<file path="config.mk">
export PLATFORM = sky130hd
export DESIGN_NAME = posl_cell
export DESIGN_NICKNAME = d
export VERILOG_FILES = /design/src/sv/positional_list_insert_remove_unit_defines.svh /design/src/sv/posl_pkg.sv /design/src/sv/posl_cell.sv
export SDC_FILE = /design/constraint.sdc
export NUM_CORES = 1
export LEC_CHECK = 0
export BUFFER_PORTS_ARGS = -buffer_cell sky130_fd_sc_hd__buf_4
export CAP_MARGIN = 10
export CORE_UTILIZATION = 35
export CTS_CLUSTER_SIZE = 20
export DETAILED_ROUTE_END_ITERATION = 12
export PLACE_DENSITY_LB_ADDON = 0.15
export SETUP_SLACK_MARGIN = 0.3
export SLEW_MARGIN = 20
export SYNTH_ARGS = -nofsm -noshare
export SYNTH_HDL_FRONTEND = slang
export SYNTH_SLANG_ARGS = --single-unit
export TNS_END_PERCENT = 5
</file>
<file path="constraint.sdc">
create_clock -name i_clk -period 14.77 [get_ports i_clk]
set_input_delay 2.2155 -clock i_clk [delete_from_list [all_inputs] [get_ports i_clk]]
set_output_delay 2.2155 -clock i_clk [all_outputs]
set_load 0.01 [all_outputs]
</file>
<file path="src/sv/positional_list_insert_remove_unit_defines.svh">
`ifndef POSITIONAL_LIST_INSERT_REMOVE_UNIT_DEFINES_SVH
`define POSITIONAL_LIST_INSERT_REMOVE_UNIT_DEFINES_SVH

// same-cycle implication, checked out of reset
`define POSL_ASSERT_NOW(label, ante, cons, msg) \
    label: assert property (@(posedge i_clk) disable iff (!i_rst_n) (ante) |-> (cons)) \
        else $error(msg);

// next-cycle implication, checked out of reset
`define POSL_ASSERT_NEXT(label, ante, cons, msg) \
    label: assert property (@(posedge i_clk) disable iff (!i_rst_n) (ante) |=> (cons)) \
        else $error(msg);

`endif

</file>
<file path="src/sv/posl_pkg.sv">
`default_nettype none

package posl_pkg;

    localparam logic [2:0] OP_INS_FRONT = 3'd0;
    localparam logic [2:0] OP_INS_END   = 3'd1;
    localparam logic [2:0] OP_INS_AT    = 3'd2;
    localparam logic [2:0] OP_REM_FRONT = 3'd3;
    localparam logic [2:0] OP_REM_END   = 3'd4;
    localparam logic [2:0] OP_REM_AT    = 3'd5;

    localparam logic [1:0] ST_OK    = 2'd0;
    localparam logic [1:0] ST_FULL  = 2'd1;
    localparam logic [1:0] ST_EMPTY = 2'd2;
    localparam logic [1:0] ST_RANGE = 2'd3;

    // leaves per first-level group of the removed-entry gather tree
    localparam int GATHER_GROUP = 16;

    typedef struct packed {
        logic [2:0]  operation;
        logic [8:0]  position;
        logic [31:0] entry_value;
    } t_in_word;

    typedef struct packed {
        logic [31:0] removed_value;
        logic [1:0]  status;
        logic [8:0]  entry_count;
    } t_out_word;

    // per-request shift command broadcast along the row of cells
    typedef struct packed {
        logic ins;
        logic rem;
    } t_cell_ctl;

endpackage

`default_nettype wire

</file>
<file path="src/sv/posl_cell.sv">
`default_nettype none

module posl_cell
    import posl_pkg::*;
#(
    parameter int EW   = 32,
    parameter int CMPW = 9,
    parameter int IDX  = 0
) (
    input  wire logic            i_clk,
    input  wire t_cell_ctl       i_ctl,
    input  wire logic [CMPW-1:0] i_at,
    input  wire logic [EW-1:0]   i_new,
    input  wire logic [EW-1:0]   i_left,
    input  wire logic [EW-1:0]   i_right,
    output logic      [EW-1:0]   o_slot,
    output logic      [EW-1:0]   o_pick
);

    localparam logic [CMPW-1:0] MY_IDX = CMPW'(IDX);

    logic [EW-1:0] r_slot;
    logic [EW-1:0] n_slot;
    logic          hit;
    logic          above;

    assign hit   = (i_at == MY_IDX);
    assign above = (MY_IDX > i_at);

    always_comb begin
        n_slot = r_slot;
        if (i_ctl.ins) begin
            if (above) begin
                n_slot = i_left;
            end else if (hit) begin
                n_slot = i_new;
            end
        end else if (i_ctl.rem) begin
            if (above || hit) begin
                n_slot = i_right;
            end
        end
    end

    always_ff @(posedge i_clk) begin
        r_slot <= n_slot;
    end

    assign o_slot = r_slot;
    // value leaving the list, taken before the shift lands
    assign o_pick = (i_ctl.rem && hit) ? r_slot : '0;

endmodule

`default_nettype wire

</file>
# [Word-level counts from Yosys, hierarchy flattened]
# Index checks and enable logic that the tools add are counted.
[totals] regBits=32 input_bits=108 out_inout_bits=64 word_cells=15
[classes] n_lt_le_gt_ge=1 n_eq_ne=1 muxes=6 n_reduce_logical=6
[op_table] op="$mux W32" count=6
[op_table] op="$gt A1 B9 Y1 const A" count=1
[op_table] op="$logic_not A9 Y1" count=1
[op_table] op="$reduce_bool A2 Y1" count=2
[op_table] op="$ne A3 B1 Y1 const B" count=1
[op_table] op="$reduce_and A3 Y1" count=1
[op_table] op="$logic_and A1 B1 Y1" count=1
[op_table] op="$logic_or A1 B1 Y1" count=1

# [Logic depth before layout (Yosys ltp)]
# Gate-level depths: netlist of run 1.
[depth] word_depth=5 mapped_depth=4 depth_no_buf=2

# [Worst setup path after synthesis of run 1]
# OpenSTA, ideal clock, no wires.
[synth_timing] kind="in2reg" start="input port i_at[4]" end="register r_slot[0] (netlist: o_slot[0]) (enable)" setup_time_ns=0.502 arrival_ns=6.040 required_time_ns=14.268 path_slack_ns=8.228 cell_stages=3 n_path_buf=1 cell_sequence="or4_4 -> buf_6 -> nor4_1"
[synth_between] elab_chain_cells=4 elab_cells_between_ends=6 classes_between="1 x order compare; 1 x eq/ne; 4 x reduce/logical"
[synth_rtl] element="start, declared" line="posl_cell.sv:12" text="input wire logic [CMPW-1:0] i_at,"
[synth_rtl] element="$gt A1 B9 Y1 / $logic_not A9 Y1 (equally long branches)" line="posl_cell.sv:28, posl_cell.sv:27"
[synth_rtl] element="$logic_or A1 B1 Y1" line="posl_cell.sv:39" text="if (above || hit) begin"
[synth_rtl] element="$reduce_bool A2 Y1 (no source line)"
[synth_rtl] element="$reduce_and A3 Y1 (no source line) *"
[synth_rtl] element="end signal, assigned" line="posl_cell.sv:46" text="r_slot <= n_slot;"
[synth_rtl] element="end, declared" line="posl_cell.sv:22" text="logic [EW-1:0] r_slot;"
# Mark *: on every way between the ends. The rest lies on a longest branch, timed or not.
# A chain may end at the register's enable or synchronous reset.

# [Final worst setup path of run 1]
[layout_timing] start="input port i_at[4]" end="output port o_pick[0]"
[layout_between] elab_chain_cells=3
[layout_rtl] element="$logic_not A9 Y1" line="posl_cell.sv:27" text="assign hit = (i_at == MY_IDX);"
[layout_rtl] element="$logic_and A1 B1 Y1" line="posl_cell.sv:51" text="assign o_pick = (i_ctl.rem && hit) ? r_slot : '0;"
[layout_rtl] element="$mux W32" line="posl_cell.sv:51"
[layout_rtl] element="end, declared" line="posl_cell.sv:17" text="output logic [EW-1:0] o_pick"
# No other way between the ends.

==> results of run 1 <==
## layout by cell type, fill, tap and decap left out, drive strengths merged
cell,count
or3,1
nor4,33
clkinv,3
buf,140
or4b,1
or2,1
nor2,1
clkbuf,5
mux2,32
edfxtp,32
inv,32
or4,1
## worst max path at each step
| stage | depth (start not counted) | endpoint |
|---|---|---|
| 2_1_floorplan | 3 | o_slot[0] |
| 3_3_place_gp | 4 | o_pick[31] |
| 3_5_place_dp | 4 | o_pick[0] |
| 4_1_cts | 4 | o_pick[0] |
| 5_1_grt | 4 | o_pick[31] |
| 6_report | 4 | o_pick[0] |
## power breakdown
part,internal (uW),switching (uW),total (uW),leakage [uW]
sequential,101,0.0661,101,0.000288
clock,31.9,31.7,63.6,0.0000453
combinational,19.4,10.6,30.1,0.00102
total,152,42.4,194,0.00136
## per-stage QoR
step                      setup slack, ns  utilization (%)  power [uW]  std cells  hold WS, ns
final                               8.891            56.55       194.5        354        2.235
after floorplan                     8.228                -       117.7        150        2.435
after global routing                8.838            56.55       203.6        354        2.212
after detailed placement            8.535            54.99       133.0        346        2.521
after global placement              8.559            54.99       132.6        346        2.518
after CTS                           8.530            56.48       198.3        354        2.219
## area by class of cell
| type | instances | area share (%) |
|---|---|---|
| repair buffers | 140 | 33.55 |
| clock buffers | 5 | 2.196 |
| inverters | 32 | 3.834 |
| multi-input cells | 70 | 26.44 |
| flip-flops and latches | 32 | 30.67 |
| well taps | 72 | 2.875 |
| clock inverters | 3 | 0.4393 |
## cells by family after synthesis
logic type / after synthesis / synth area share [%]
buffers and inverters: 48 / 12.17
flip-flops: 32 / 47.44
multiplexers: 32 / 17.79
AND/OR/NAND/NOR: 38 / 22.61
## metal layers
layer	share of wire (%)	up-vias	global-route usage, %
li1	-	801	-
met1	37	711	17.86
met2	50	79	27.28
met3	11	8	7.209
met4	1.6	0	5.556
met5	0	-	0
==> metrics.cfg, run 1 <==
[outcome]
outcome=complete, no violations

[floorplanning]
die_y_um=78.08
die_area_mm2=0.006096
core.rowCount=27
die_x_um=78.08
ioPinCount=172
start_util_pct=36.56
core-area_mm2=0.005540

[synthesis]
syn_area_per_cell_um2=13.50
synthTopCellsByArea=edfxtp_1 (47%), mux2_2 (18%), nor4_2 (17%)
yosysTopAreaCell=edfxtp_1
synth_top_area_share_pct=47.44
async_reset_ff_share_pct=0
synth_cells=150
ys_seq_area_share_pct=47.44
synth_nets=258
synth_common_cells=edfxtp_1 (32), inv_1 (32), mux2_2 (32)
synth_area_mm2=0.002026
yosys_register_bits=32
ys.warnings.count=0
synth_edf_count=32
ys.flop_type=edfxtp_1
synth.distinct_cells=15

[grt]
gr-total-overflow=0
grt_max_degree=34
antenna_found_initial=0
grt_pass1_wl_um=7514
track_usage_pct=16.10
first_global_vias=1563

[layout]
drive_above_1_share_pct=75.53
multi_input_area_um2=828.3
largest_reg_flops=32
fin_area_mm2=0.003133
regArea_um2=960.9
n_antenna_cell=0
fin_nets=389
area_growth_pct=54.66
fill_cells=515

[clock_network]
cts_sinks=32
post_cts_resized=0
postCtsSetupRepairBufs=0
htree_levels=2
cts_buffers=5
cts.clk_slew.worst_paths_ns=0.07
cts_max_path_buffers=2
cts_tree=done
clockRootBuffer=clkbuf_8
ctsHoldBuffers=0

[sta]
finalSetupViolations=0
min_period_ns=5.879
fmax_mhz=170.1
finalCritPeriodShare_pct=39.81
tns_ns=0
relSlewSlack_pct=31.22
tightest_slew_ns=1.032
hold_viol=0
final-max-slew-violation-count=0
rsz0062_at_grt=no

[critical_path]
worstSetupStartpointType=input pin
path_max_fanout=33
worst-path-buf-inv=2
crit_family=simple AND/OR/NAND/NOR gates
slowest_stage=or4_4
cp.required_ns=12.55
worstPathArrival_ns=3.66
crit_chain=buf_4, or4_4, nor4_1, buf_4
cp-end-kind=output pin
critPathLaunch=i_at[4]
path_class=input pin to output pin
critical_path.most_common_cell=buf_4
critPathMaxStageDelay_ns=0.81

[hold_path]
holdCritPathClass=input pin to register
holdPathStages=2
min_to=o_slot[12]
worstHoldStart=i_new[12]

[pwr]
peakVddDrop_mv=0.03891
power-per-cell-area_mw_per_mm2=62.07
p_leak_uw=0.001358

[job]
cap_violations=0

[route]
drt_drc_violations_left=0
dr_total_vias=1599
drtIter0Drc=20
viasPerCell=4.517
drtAntennaViolNets=0
wire_per_inst_um=13.51
routed_wl_um=4782
dr.pass1.iters=4

[placement]
dpl_cell_area_mm2=0.003047
io_buffers=139
dp_hpwl_um=3371
finalWeightedCongestion=0.6876

No activity file was read; power rests on OpenSTA's default activity.
==> run 2: changes to the inputs <==
Clock period 14.77 ns to 5.43 ns, I/O delays scaled along.
==> run 2 against run 1 <==
Effect of this change:
- routed wire length is 3.8% higher
- design area increased by 1.1%
- non-clock buffer count stayed put
- clock power grew to 3.5 times the previous value
- worst hold slack worse by 1.4 ns
- largest cell class unchanged
==> metrics.cfg, run 2 (same netlist as run 1, synthesis figures left out) <==
[outcome]
outcome=complete, no violations

[clock_network]
ctsHoldBuffers=0  ; unchanged
clockRootBuffer=clkbuf_8
htree_levels=2  ; unchanged
cts_tree=done
post_cts_resized=0  ; unchanged
cts_sinks=32  ; unchanged
cts_max_path_buffers=2  ; unchanged
cts_buffers=5  ; unchanged
cts.clk_slew.worst_paths_ns=0.07  ; about the same
postCtsSetupRepairBufs=0  ; unchanged

[route]
wire_per_inst_um=14.03  ; +3.8%
routed_wl_um=4966  ; +3.8%
drt_drc_violations_left=0  ; unchanged
drtIter0Drc=69  ; +250%
viasPerCell=4.647  ; +2.9%
drtAntennaViolNets=0  ; unchanged
dr_total_vias=1645  ; +2.9%
dr.pass1.iters=4  ; unchanged

[sta]
layout_setup_ws_ns=2.368  ; -6.523 ns
finalCritPeriodShare_pct=56.40
tightest_slew_ns=1.058  ; +0.02673 ns
final-max-slew-violation-count=0  ; unchanged
fmax_mhz=326.5
hold_viol=0  ; unchanged
finalSetupViolations=0  ; unchanged
relSlewSlack_pct=29.44  ; -1.8 points
tns_ns=0  ; unchanged
rsz0062_at_grt=no
min_period_ns=3.062

[layout]
largest_reg_flops=32  ; unchanged
drive_above_1_share_pct=75.53  ; unchanged
area_growth_pct=56.33
final_util_pct=57.16  ; +0.61 points
n_antenna_cell=0  ; unchanged
final_cell_mix=buf_4 (140), mux2_2 (32), inv_1 (32), edfxtp_1 (32), nor4_2 (27)
fin_nets=389  ; unchanged
final_common_cell=buf_4

[floorplanning]
core-area_mm2=0.005540  ; unchanged
die_y_um=78.08  ; unchanged
ioPinCount=172  ; unchanged
die_area_mm2=0.006096  ; unchanged
die_x_um=78.08  ; unchanged
start_util_pct=36.56  ; unchanged
core.rowCount=27  ; unchanged

[critical_path]
worstPathArrival_ns=2.25  ; -1.41 ns
path_class=input pin to output pin
worstSetupStartpointType=input pin
cp.required_ns=4.62  ; -7.93 ns
cp-end-kind=output pin
path_max_fanout=33  ; unchanged

[grt]
track_usage_pct=16.25  ; +0.15 points
gr-total-overflow=0  ; unchanged
grt_pass1_wl_um=7541  ; +0.36%
first_global_vias=1571  ; +0.51%
grt_max_degree=34  ; unchanged
antenna_found_initial=0  ; unchanged

[pwr]
p_leak_uw=0.001370  ; +0.92%
power-per-cell-area_mw_per_mm2=183.1  ; +200%
peakVddDrop_mv=0.1147  ; +190%

[hold_path]
holdCritPathClass=input pin to register
worstHoldStart=i_new[29]
holdPathStages=2  ; unchanged
min_to=o_slot[29]

[placement]
io_buffers=139  ; unchanged
dp_hpwl_um=3582  ; +6.3%
dp_slack_ns=2.023  ; -6.512 ns
finalWeightedCongestion=0.7046  ; +2.5%

[job]
cap_violations=0  ; unchanged

-- run 2: cell count changes in the layout (fill, tap and decap cells not counted) --
cell / previous run / this run
bufinv_16: 0 / 1
clkbuf_1: 0 / 1
clkinv_1: 1 / 0
clkinv_2: 2 / 1
nor4_2: 28 / 27
nor4_4: 3 / 4
-- run 2: worst max path at each step --
| stage | cells past startpoint | slack, ns | from | end |
|---|---|---|---|---|
| 6_report | 4 | 2.37 | i_at[4] | o_pick[31] |
| 2_1_floorplan | 3 | 1.63 | i_at[4] | o_slot[0] |
| 3_5_place_dp | 4 | 2.02 | i_at[6] | o_pick[0] |
| 5_1_grt | 4 | 2.30 | i_at[4] | o_pick[6] |
| 3_3_place_gp | 4 | 2.01 | i_at[6] | o_pick[0] |
| 4_1_cts | 4 | 2.02 | i_at[6] | o_pick[31] |
-- run 2: layout make-up --
type	instances	area, um^2
sequential	32	960.9
fill	508	2374
clock buffer	6	72.57
tap	72	90.09
clock inverter	2	35.03
multi-input combinational	70	837.1
inverter	32	120.1
timing repair buffer	140	1051
-- run 2: worst max-delay path: stages --
cell and delay [ns]:
buf_4 0.11, or4_4 0.81, nor4_1 0.32, buf_4 0.18
-- run 2: per-stage QoR --
step	hold slack, ns	cells	power, uW	instance area, um^2
global placement	1.117	346	361.1	3055
floorplan	1.034	150	320.4	2032
CTS	0.8216	354	589.2	3163
finish	0.8327	354	579.9	3167
global route	0.8175	354	603.5	3167
detailed placement	1.120	346	363.0	3055
-- run 2: power by group --
| part | internal (uW) | switching (uW) | total (uW) |
|---|---|---|---|
| clock | 136 | 87.0 | 223 |
| sequential | 274 | 0.187 | 274 |
| combinational | 52.9 | 29.8 | 82.7 |
| total | 463 | 117 | 580 |
-- run 2: per-layer routing --
layer / up-vias / GRT usage (%) / part of all wire, %
li1: 803 / - / -
met1: 753 / 17.63 / 37
met2: 82 / 30.00 / 53
met3: 7 / 5.349 / 8.2
met4: 0 / 4.444 / 0.99
met5: - / 0 / 0
==> run 3: changes to the inputs <==
Clock period 5.43 ns to 2.8 ns, I/O delays scaled along.
==> run 3 against run 2 <==
Effect of this change:
- clock power grew 47%
- via count grew 3.1%
- sequential cell count is the same
- sequential power grew 94%
- setup slack lost 1.8 ns
- critical path depth is the same
- global-route usage grew 0.84 points
- first-iteration DRC count shrank 58%
- sequential share of layout area is essentially flat
- non-clock buffer count grew 5
- design area grew 0.12%
- critical path type unchanged
- largest cell class unchanged
==> metrics.cfg, run 3 (same netlist as run 1, synthesis figures left out) <==
[sta]
fmax_mhz=439.7
min_period_ns=2.274
finalCritPeriodShare_pct=81.22
hold_viol=0  ; unchanged
tightest_slew_ns=0.5829  ; -0.4755 ns
tns_ns=0  ; unchanged
relSlewSlack_pct=61.14  ; +32 points
rsz0062_at_grt=no
layout_setup_ws_ns=0.5260  ; -1.842 ns
finalSetupViolations=0  ; unchanged
final-max-slew-violation-count=0  ; unchanged
fin_hold_ws_ns=0.4429  ; -0.3898 ns

[route]
drtIter0Drc=29  ; -58%
dr_total_vias=1696  ; +3.1%
drtAntennaViolNets=0  ; unchanged
viasPerCell=4.737  ; +1.9%
dr.pass1.iters=4  ; unchanged
routed_wl_um=5117  ; +3.0%
wire_per_inst_um=14.29  ; +1.9%
drt_drc_violations_left=0  ; unchanged

[clock_network]
cts_buffers=5  ; unchanged
cts_sinks=32  ; unchanged
postCtsSetupRepairBufs=0  ; unchanged
ctsHoldBuffers=0  ; unchanged
cts.clk_slew.worst_paths_ns=0.07  ; about the same
cts_max_path_buffers=2  ; unchanged
htree_levels=2  ; unchanged
post_cts_resized=0  ; unchanged
clockRootBuffer=clkbuf_8
cts_tree=done

[critical_path]
worst-path-buf-inv=2  ; unchanged
slowest_stage=or4_4
critPathLaunch=i_at[4]
crit_family=simple AND/OR/NAND/NOR gates
cp.required_ns=2.38  ; -2.24 ns
path_class=input pin to output pin
critical_path.most_common_cell=buf_4
path_max_fanout=33  ; unchanged
path_depth=4  ; unchanged
crit_end=o_pick[0]
crit_chain=buf_4, or4_4, nor4_1, buf_4
worstPathArrival_ns=1.85  ; -0.40 ns
worstSetupStartpointType=input pin
critPathMaxStageDelay_ns=0.81  ; about the same
cp-end-kind=output pin

[placement]
dp_slack_ns=0.4415  ; -1.582 ns
dp_hpwl_um=3839  ; +7.1%
io_buffers=139  ; unchanged
finalWeightedCongestion=0.7809  ; +11%

[job]
cap_violations=0  ; unchanged

[layout]
n_antenna_cell=0  ; unchanged
largest_reg_flops=32  ; unchanged
fill_cells=513  ; +0.98%
fin_nets=394  ; +1.3%
final_cell_mix=buf_4 (145), mux2_2 (32), inv_1 (32), edfxtp_1 (32), nor4_2 (27)
regArea_um2=960.9  ; unchanged
final_common_cell=buf_4
multi_input_area_um2=833.3  ; -0.45%
area_growth_pct=56.52
drive_above_1_share_pct=75.87  ; +0.34 points

[grt]
gr-total-overflow=0  ; unchanged
grt_pass1_wl_um=7997  ; +6.0%
first_global_vias=1639  ; +4.3%
antenna_found_initial=0  ; unchanged
grt_max_degree=34  ; unchanged
track_usage_pct=17.09  ; +0.84 points

[pwr]
power-per-cell-area_mw_per_mm2=322.7  ; +76%
p_leak_uw=0.001377  ; +0.50%
finalPower_uw=1023  ; +76%
peakVddDrop_mv=0.2113  ; +84%

[outcome]
outcome=complete, no violations

[floorplanning]
die_y_um=78.08  ; unchanged
start_util_pct=36.56  ; unchanged
core-area_mm2=0.005540  ; unchanged
core.rowCount=27  ; unchanged
die_x_um=78.08  ; unchanged
ioPinCount=172  ; unchanged
die_area_mm2=0.006096  ; unchanged

[hold_path]
worstHoldStart=i_right[17]
holdPathStages=2  ; unchanged
holdCritPathClass=input pin to register

[run 3: layer usage]
| metal | wire length, um | vias up | global-route usage [%] | share of wire [%] |
|---|---|---|---|---|
| met5 | 0 | - | 0 | 0 |
| met4 | 128 | 0 | 7.407 | 2.5 |
| met3 | 485 | 12 | 6.744 | 9.5 |
| met2 | 2642 | 81 | 29.91 | 52 |
| met1 | 1860 | 795 | 18.11 | 36 |
| li1 | - | 808 | - | - |
[run 3: worst min path at each step]
| stage | slack, ns | end |
|---|---|---|
| 2_1_floorplan | 0.64 | o_slot[0] |
| 3_3_place_gp | 0.72 | o_slot[22] |
| 3_5_place_dp | 0.73 | o_slot[5] |
| 4_1_cts | 0.43 | o_slot[17] |
| 5_1_grt | 0.43 | o_slot[21] |
| 6_report | 0.44 | o_slot[17] |
[run 3: final cells by class]
| class | instances | area share (%) |
|---|---|---|
| sequential | 32 | 30.31 |
| timing repair buffer | 145 | 34.33 |
| inverter | 32 | 3.788 |
| multi-input combinational | 70 | 26.28 |
| clock buffer | 6 | 2.289 |
| tap | 72 | 2.841 |
| clock inverter | 1 | 0.1579 |
[run 3: where the power goes]
group	switching [uW]	leakage [uW]	internal (uW)
sequential	0.378	0.000288	531
clock	159	0.0000410	169
combinational	57.9	0.00105	105
total	218	0.00138	805
[run 3: through the flow]
step / cells / area (um^2) / utilization, %
global route: 358 / 3171 / 57.23
finish: 358 / 3171 / 57.23
global placement: 351 / 3093 / 55.83
detailed placement: 351 / 3093 / 55.83
CTS: 358 / 3171 / 57.23
floorplan: 150 / 2041 / -
